==> src/design/epu_pkg.sv <==
// Package for the encoder position unwrap block.
// Holds the opcode type and the fixed field widths; used by the top level and its checker.
`default_nettype none

package epu_pkg;

  localparam int FIELD_W = 23;   // width of the angle and raw position fields
  localparam int CNT_W   = 32;   // width of the total, speed and sequence fields
  localparam int PP_W    = 8;    // width of the pole pair register

  typedef enum logic [1:0] {
    OP_SAMPLE = 2'd0,
    OP_ALIGN  = 2'd1,
    OP_SPEED  = 2'd2
  } op_t;

endpackage

`default_nettype wire

==> src/design/encoder_position_unwrap_angle.sv <==
// An accepted item goes through the input register, then the result (state) registers.
// Throughput: one item per cycle while the output is not stalled; the state update is one 23x8 multiply plus adds.
// Result fields are the state registers themselves, so they hold while the output stalls.
// Reset (rst, synchronous) clears all state, sets pp_count to 1 and empties the pipeline.
// Depends on epu_pkg.
`default_nettype none

module encoder_position_unwrap_angle
  import epu_pkg::*;
#(
  parameter int POS_BITS = 23
) (
  input  wire logic                     clk,
  input  wire logic                     rst,
  // configuration write channel
  input  wire logic                     cfg_valid,
  output logic                          cfg_ready,
  input  wire logic [PP_W-1:0]          cfg_data,
  // sample channel
  input  wire logic                     sample_valid,
  output logic                          sample_stall,
  input  wire logic [1:0]               opcode,
  input  wire logic [FIELD_W-1:0]       raw_position,
  // result channel
  output logic                          result_valid,
  input  wire logic                     result_stall,
  output logic [FIELD_W-1:0]            angle_elec,
  output logic [FIELD_W-1:0]            angle_mech,
  output logic signed [CNT_W-1:0]       multi_turn_pos,
  output logic signed [CNT_W-1:0]       speed_delta,
  output logic [CNT_W-1:0]              update_seq
);

  localparam int P    = POS_BITS;
  localparam int RAWW = (P > FIELD_W) ? P : FIELD_W;
  localparam int DW   = P + 2;
  localparam logic signed [DW-1:0] HALF = DW'(1) <<< (P - 1);
  localparam logic signed [DW-1:0] FULL = DW'(1) <<< P;

  // handshake
  logic in_accept;
  logic out_free;
  logic advance;

  // input register
  logic         s1_valid;
  op_t          s1_op;
  logic [P-1:0] s1_raw;

  // state, which is also the result register
  logic [PP_W-1:0]  pp_count;
  logic [P-1:0]     last_raw;
  logic             raw_seen;
  logic [CNT_W-1:0] total_count;
  logic [CNT_W-1:0] total_at_speed;
  logic [P-1:0]     zero_offset;
  logic [P-1:0]     angle_e;
  logic [CNT_W-1:0] seq_count;
  logic [CNT_W-1:0] speed_reg;

  logic [CNT_W-1:0] total_count_next;
  logic [CNT_W-1:0] total_at_speed_next;
  logic [P-1:0]     last_raw_next;
  logic             raw_seen_next;
  logic [P-1:0]     zero_offset_next;
  logic [P-1:0]     angle_e_next;
  logic [CNT_W-1:0] seq_count_next;
  logic [CNT_W-1:0] speed_reg_next;

  // datapath
  logic [RAWW-1:0]      raw_ext;
  logic [P-1:0]         raw_in;
  logic [P-1:0]         mul_a;
  logic [P+PP_W-1:0]    prod;
  logic [P-1:0]         elec_raw;
  logic signed [DW-1:0] diff;
  logic signed [DW-1:0] step;
  logic [CNT_W-1:0]     step_ext;
  logic [RAWW-1:0]      elec_out;
  logic [RAWW-1:0]      mech_out;

  assign cfg_ready = 1'b1;

  assign out_free     = !result_valid || !result_stall;
  assign advance      = s1_valid && out_free;
  assign sample_stall = s1_valid && !out_free;
  assign in_accept    = sample_valid && !sample_stall;

  assign raw_ext = RAWW'(raw_position);
  assign raw_in  = raw_ext[P-1:0];

  always_ff @(posedge clk) begin
    if (rst) begin
      s1_valid     <= 1'b0;
      result_valid <= 1'b0;
    end else begin
      if (in_accept) begin
        s1_valid <= 1'b1;
      end else if (advance) begin
        s1_valid <= 1'b0;
      end
      if (advance) begin
        result_valid <= 1'b1;
      end else if (!result_stall) begin
        result_valid <= 1'b0;
      end
    end
  end

  always_ff @(posedge clk) begin
    if (in_accept) begin
      s1_op  <= op_t'(opcode);
      s1_raw <= raw_in;
    end
  end

  // One multiplier serves both the sample angle and the align offset.
  assign mul_a    = (s1_op == OP_SAMPLE) ? s1_raw : last_raw;
  assign prod     = (P + PP_W)'(mul_a) * (P + PP_W)'(pp_count);
  assign elec_raw = prod[P-1:0];

  // A step of exactly half a turn keeps its sign and is not folded.
  assign diff = $signed({2'b00, s1_raw}) - $signed({2'b00, last_raw});
  always_comb begin
    if (diff > HALF) begin
      step = diff - FULL;
    end else if (diff < -HALF) begin
      step = diff + FULL;
    end else begin
      step = diff;
    end
  end
  assign step_ext = CNT_W'(step);

  always_comb begin
    total_count_next    = total_count;
    total_at_speed_next = total_at_speed;
    last_raw_next       = last_raw;
    raw_seen_next       = raw_seen;
    zero_offset_next    = zero_offset;
    angle_e_next        = angle_e;
    seq_count_next      = seq_count;
    speed_reg_next      = speed_reg;
    case (s1_op)
      OP_SAMPLE: begin
        total_count_next = raw_seen ? (total_count + step_ext) : CNT_W'(s1_raw);
        raw_seen_next    = 1'b1;
        last_raw_next    = s1_raw;
        angle_e_next     = elec_raw - zero_offset;
        seq_count_next   = seq_count + CNT_W'(1);
      end
      OP_ALIGN: begin
        zero_offset_next = elec_raw;
      end
      OP_SPEED: begin
        speed_reg_next      = total_count - total_at_speed;
        total_at_speed_next = total_count;
      end
      default: begin
      end
    endcase
  end

  always_ff @(posedge clk) begin
    if (rst) begin
      pp_count       <= PP_W'(1);
      last_raw       <= '0;
      raw_seen       <= 1'b0;
      total_count    <= '0;
      total_at_speed <= '0;
      zero_offset    <= '0;
      angle_e        <= '0;
      seq_count      <= '0;
      speed_reg      <= '0;
    end else begin
      if (cfg_valid && cfg_ready) begin
        pp_count <= cfg_data;
      end
      if (advance) begin
        last_raw       <= last_raw_next;
        raw_seen       <= raw_seen_next;
        total_count    <= total_count_next;
        total_at_speed <= total_at_speed_next;
        zero_offset    <= zero_offset_next;
        angle_e        <= angle_e_next;
        seq_count      <= seq_count_next;
        speed_reg      <= speed_reg_next;
      end
    end
  end

  assign elec_out       = RAWW'(angle_e);
  assign mech_out       = RAWW'(last_raw);
  assign angle_elec     = elec_out[FIELD_W-1:0];
  assign angle_mech     = mech_out[FIELD_W-1:0];
  assign multi_turn_pos = $signed(total_count);
  assign speed_delta    = $signed(speed_reg);
  assign update_seq     = seq_count;

endmodule

`default_nettype wire

==> config.mk <==
export PLATFORM = sky130hd
export DESIGN_NAME = encoder_position_unwrap_angle
export DESIGN_NICKNAME = d
export VERILOG_FILES = /design/src/design/epu_pkg.sv /design/src/design/encoder_position_unwrap_angle.sv
export SDC_FILE = /design/constraint.sdc
export NUM_CORES = 1
export LEC_CHECK = 0
export ABC_AREA = 1
export BUFFER_PORTS_ARGS = -buffer_cell sky130_fd_sc_hd__buf_4
export CAP_MARGIN = 15
export CORE_ASPECT_RATIO = 0.7
export CORE_MARGIN = 1
export CORE_UTILIZATION = 57
export CTS_BUF_LIST = sky130_fd_sc_hd__clkbuf_4
export DETAILED_ROUTE_END_ITERATION = 10
export PLACE_DENSITY = 0.85
export SLEW_MARGIN = 10
export SYNTH_ARGS = -nofsm -noshare
export SYNTH_HDL_FRONTEND = slang
export SYNTH_SLANG_ARGS = --single-unit
==> constraint.sdc <==
create_clock -name clk -period 7.15 [get_ports clk]
set_input_delay 0.3575 -clock clk [delete_from_list [all_inputs] [get_ports clk]]
set_output_delay 0.3575 -clock clk [all_outputs]
set_load 0.005 [all_outputs]
==> Word level (Yosys, flattened, before mapping) <==
Cells that the tools add are included.
{ "totals": {"word_cells": 47, "out_inout_bits": 145, "register_bits": 233, "in_bits": 38} }
{ "op_classes": {"muxes": 8, "order_cmp": 2, "eq_ne": 3, "n_reduce_logical": 13, "mul": 1, "n_addsub": 7} }
{ "op_table": {"columns": ["operator", "count"], "rows": [
  ["25-bit 2-to-1 mux", 2],
  ["32-bit by 1-bit adder with 32-bit output, second input constant", 1],
  ["32-bit adder", 1],
  ["32-bit 2-to-1 mux", 1],
  ["32-bit subtractor", 1],
  ["24-bit by 25-bit adder with 25-bit output, second input constant", 1],
  ["24-bit by 25-bit subtractor with 25-bit output, second input constant", 1],
  ["24-bit > comparator, second input constant", 1],
  ["24-bit by 23-bit < comparator with 1-bit output, second input constant", 1],
  ["23-bit by 23-bit subtractor with 24-bit output", 1],
  ["23-bit by 8-bit multiplier with 23-bit output", 1],
  ["23-bit 2-to-1 mux", 1],
  ["23-bit subtractor", 1],
  ["2-bit AND reduction", 3],
  ["1-bit zero test", 4],
  ["1-bit 2-to-1 mux", 4],
  ["1-bit logical AND", 3],
  ["2-bit by 1-bit == test with 1-bit output, second input constant", 1],
  ["2-bit == test, second input constant", 1],
  ["2-bit zero test", 1],
  ["2-bit by 1-bit != test with 1-bit output, second input constant", 1],
  ["2-bit nonzero test", 1],
  ["1-bit logical OR", 1]
]} }

==> Logic depth before layout (Yosys ltp) <==
{ "depth": {"depth_word": 7, "mapped_depth": 39, "mapped_depth_nobuf": 38} }

==> Least setup slack after synthesis <==
Ideal clock, no wire load.
{ "synth_path": {"path_kind": "flip-flop to flip-flop", "start": "reg s1_op[1]", "end": "reg angle_e[22], in the netlist angle_elec[22]", "t_arrival_ps": 6651, "stages_incl_launch_ff": 35, "n_path_buf": 3, "setup_time_ps": 109, "slack_ps": 390, "path_cell_list": "edfxtp_1 > nor2_4 > buf_6 > buf_8 > clkbuf_1 > o21ai_0 > inv_1 > nor2_1 > fa_1 > fa_1 > inv_1 > fa_1 > fa_1 > inv_1 > ha_1 > a21oi_1 > nand2_1 > a21oi_1 > o21ai_1 > a21boi_1 > o21ai_1 > a21boi_1 > o21ai_1 > xor2_1 > inv_1 > ha_1 > nand2_1 > nor2_1 > nand2_1 > o311ai_0 > inv_1 > nand3_1 > nand3_1 > nand2_1 > inv_1"} }
{ "synth_via": {"elab_chain_len": 4, "word_cells_on_any_way": 5, "cone_classes": "add/sub: 1; mul: 1; mux: 1; reduce/logical: 2"} }
{ "synth_rtl": {"columns": ["element", "line", "source"], "rows": [
  ["start: declaration", "encoder_position_unwrap_angle.sv:47", "op_t s1_op;"],
  ["start signal: assignment", "encoder_position_unwrap_angle.sv:112", "s1_op <= op_t'(opcode);"],
  ["2-bit zero test", "encoder_position_unwrap_angle.sv:118", "assign mul_a = (s1_op == OP_SAMPLE) ? s1_raw : last_raw;"],
  ["23-bit 2-to-1 mux", null, null],
  ["23-bit by 8-bit multiplier with 23-bit output", "encoder_position_unwrap_angle.sv:119", "assign prod = (P + PP_W)'(mul_a) * (P + PP_W)'(pp_count);"],
  ["named net prod[17]", "encoder_position_unwrap_angle.sv:74", "logic [P+PP_W-1:0] prod;"],
  ["23-bit subtractor", "encoder_position_unwrap_angle.sv:149", "angle_e_next = elec_raw - zero_offset;"],
  ["end signal: assignment", "encoder_position_unwrap_angle.sv:185", "angle_e <= angle_e_next;"],
  ["end: declaration", "encoder_position_unwrap_angle.sv:57", "logic [P-1:0] angle_e;"]
]} }
The timed path passes the listed nets, and every way through them passes these cells.
A chain may end at the register's enable or synchronous reset.

==> Final worst setup path <==
{ "layout_path": {"start": "reg s1_op[0]", "end": "reg angle_e[16], in the netlist angle_elec[16]"} }
Same word-level chain as after synthesis.

==> flow_summary.yaml <==
status:
  status: "completed"
synth:
  synth_common_cells: "516 x inv_1, 514 x nand2_1, 348 x nor2_1"
  yosysMostFrequentCell: "inv_1"
  synth_top_area_cell: "dfxtp_1"
  synth_nets: 3138
  ys_top_cells_by_area: "dfxtp_1 21%, fa_1 11%, inv_1 9.8%"
  synthCells: 2855
  yosysWarnings: 0
  postSynth.asyncResetShare: 0
  synth-seq-cells: 233
  synth_edf_count: 25
  synth_seq_area_share: 0.249
  syn_area_per_cell_um2: 6.90
  synth_top_cell_area_share: 0.211
  synth_flop_cell: "dfxtp_1"
  synth_area_um2: 19700
  synth.distinct_cells: 58
placement:
  gp_congestion: 1.01
  io_buffer_count: 181
  placed_cell_area_um2: 21600
  dp_cells: 3453
  dp_hpwl_um: 48900
cells_and_area:
  stdcell_area_um2: 22900
  drive_above_1_share: 0.119
  fillers: 2930
  seq_area_um2: 4910
  fin_cells: 3599
  multi_input_area_um2: 12600
  nets: 3379
  finish.utilization: 0.678
  area_growth_pct: 16.1
drt:
  drc_errors: 0
  dr.pass1.iters: 8
  final_antenna_net_count: 0
  dr_total_vias: 20100
  vias_per_cell: 5.59
  drt_iter0_drc: 1914
  totalWireLength_um: 62900
  wire_per_inst_um: 17.5
die:
  fp.dieArea_um2: 35300
  initial_utilization: 0.584
  num_rows: 56
  coreArea_um2: 33800
  die-height_um: 158
  io_pins: 183
  die_x_um: 224
critical_path:
  crit_top_cell: "fa_1"
  arrival_ns: 7.55
  critPathMaxFanout: 21
  crit_slowest_cell: "fa_1"
  path_class: "reg -> reg"
  slowest_delay_ns: 0.54
  critPathRequiredTime_ns: 7.80
  crit_path_start_kind: "flip-flop"
  end_kind: "flip-flop"
clock_network:
  insertion_delay_ns: 0.77
  clockBufferDepth: 3
  ctsHtreeMaxLevel: 2
  root_buffer: "clkbuf_4"
  clk_pin_slew_worst_paths_ns: 0.07
  numCtsBuffers: 60
  clock-sinks: 233
  cts_tree: "done"
power:
  max-vdd-ir-drop_mv: 0.163
  leakagePower_nw: 11.5
  power_density_nw_per_um2: 207
global_route:
  grtUsageTotal: 0.352
  grt_pass1_wl_um: 97600
  antenna_found_initial: 1
  grt_max_degree: 83
  grt-ovfl-total: 0
  grt_pass1_vias: 18300
job:
  maxCapViolCount: 0
sta:
  period_needed_ns: 6.90
  tightestPinTransition_ns: 0.917
  slew_violations: 0
  setup_violations: 0
  skew_ns: 0.0423
  fin_crit_sh: 0.965
  hold_viol: 0
  max_clock_freq_ghz: 0.145
  timing.slew.headroom: 0.389
worst_hold_path:
  holdCritPathClass: "in -> reg"
[cells in the final DEF, fill, tap and decap left out, types with 10 or more instances in the layout]
| cell type | synthesis | routed |
|---|---|---|
| nand2_1 | 514 | 514 |
| inv_1 | 516 | 512 |
| nor2_1 | 348 | 347 |
| a21oi_1 | 280 | 277 |
| buf_4 | 1 | 213 |
| dfxtp_1 | 208 | 208 |
| o21ai_0 | 199 | 198 |
| ha_1 | 139 | 138 |
| fa_1 | 106 | 106 |
| nand3_1 | 104 | 104 |
| clkbuf_4 | 0 | 84 |
| xor2_1 | 71 | 71 |
| dlygate4sd3_1 | 0 | 36 |
| nor3_1 | 32 | 30 |
| nand4_1 | 29 | 29 |
| xnor2_1 | 28 | 27 |
| edfxtp_1 | 25 | 25 |
| o211ai_1 | 18 | 18 |
| clkinv_1 | 5 | 14 |
| o21a_1 | 14 | 14 |
| a21o_1 | 11 | 11 |
| nor4_1 | 13 | 11 |
| a211oi_1 | 11 | 11 |
| a31oi_1 | 10 | 10 |
[power breakdown]
group | internal (W) | leakage [nW] | switching, W
logic | 0.000751 | 9.11 | 0.00139
registers | 0.00137 | 1.93 | 0.0000378
clock network | 0.000608 | 0.441 | 0.000592
[metal layers]
metal	routed length, µm	GRT usage
met1	29100	0.521
met2	25100	0.505
met3	7320	0.0908
met4	1280	0.0888
met5	0	0
[worst max-delay path, delay by kind of cell, from the launching register on]
family          cells  cell delay (ns)
xor+xnor            2             0.57
simple gates        5             0.58
compound gates     10             1.96
buf+inv             5             0.46
flops               1             0.45
fa+ha+maj           6             2.76
[registers in the layout, indices dropped and copies added (netlist names), 2 cells and up]
signal	count
angle_elec	23
angle_mech	23
multi_turn_pos	32
pp_count	8
s1_op	2
s1_raw	23
speed_delta	32
total_at_speed	32
update_seq	32
zero_offset	23
[per-stage QoR]
step	hold WS (ns)	setup slack [ns]	setup TNS [ns]	power, W
6_report	0.228	0.252	0	0.00474
5_1_grt	0.202	-0.0141	-0.0141	0.00506
4_1_cts	0.155	0.0693	0	0.00466
3_5_place_dp	0.454	0.0196	0	0.00343
3_3_place_gp	0.444	0.271	0	0.00340
2_1_floorplan	0.433	0.390	0	0.00287
[logic make-up (layout without fill, tap and decap cells)]
kind of cell             count (synthesis)  in the layout  share of synthesized area
adder cells (fa/ha/maj)                245            245                      0.196
flip-flops                             233            233                      0.249
AO/OA/AOI/OAI                          597            597                      0.166
buffers and inverters                  598            876                      0.115
other                                    1              3                   0.000190
XOR/XNOR                               101            101                     0.0456
AND/OR/NAND/NOR                       1080           1080                      0.228
[area by class of cell]
| cell class | count | area share |
|---|---|---|
| multi-input combinational | 2024 | 0.551 |
| inverter | 524 | 0.0859 |
| clock buffer | 84 | 0.0276 |
| sequential | 233 | 0.215 |
| tap | 464 | 0.0254 |
| antenna | 2 | 0.000219 |
| timing repair buffer | 253 | 0.0897 |
| clock inverter | 15 | 0.00525 |
[timing repair]
item / in CTS / in global routing
gates resized for setup: 5 / 16
hold buffers: 36 / 0
pin swaps: 0 / 4
hold endpoints to repair: 35 / 0
setup buffers: 0 / 6
cloned: 0 / 1
setup endpoints to repair: 2 / 7
[worst paths after layout]
check / cells past startpoint / start / to / slack, ns
max: 28 / s1_op[0] / angle_elec[16] / 0.25
min: 2 / rst / angle_mech[22] / 0.23
max reg2reg: 28 / s1_op[0] / angle_elec[16] / 0.25
min reg2reg: 2 / total_at_speed[2] / total_at_speed[2] / 0.46
Power figures use the tool's default switching activity.
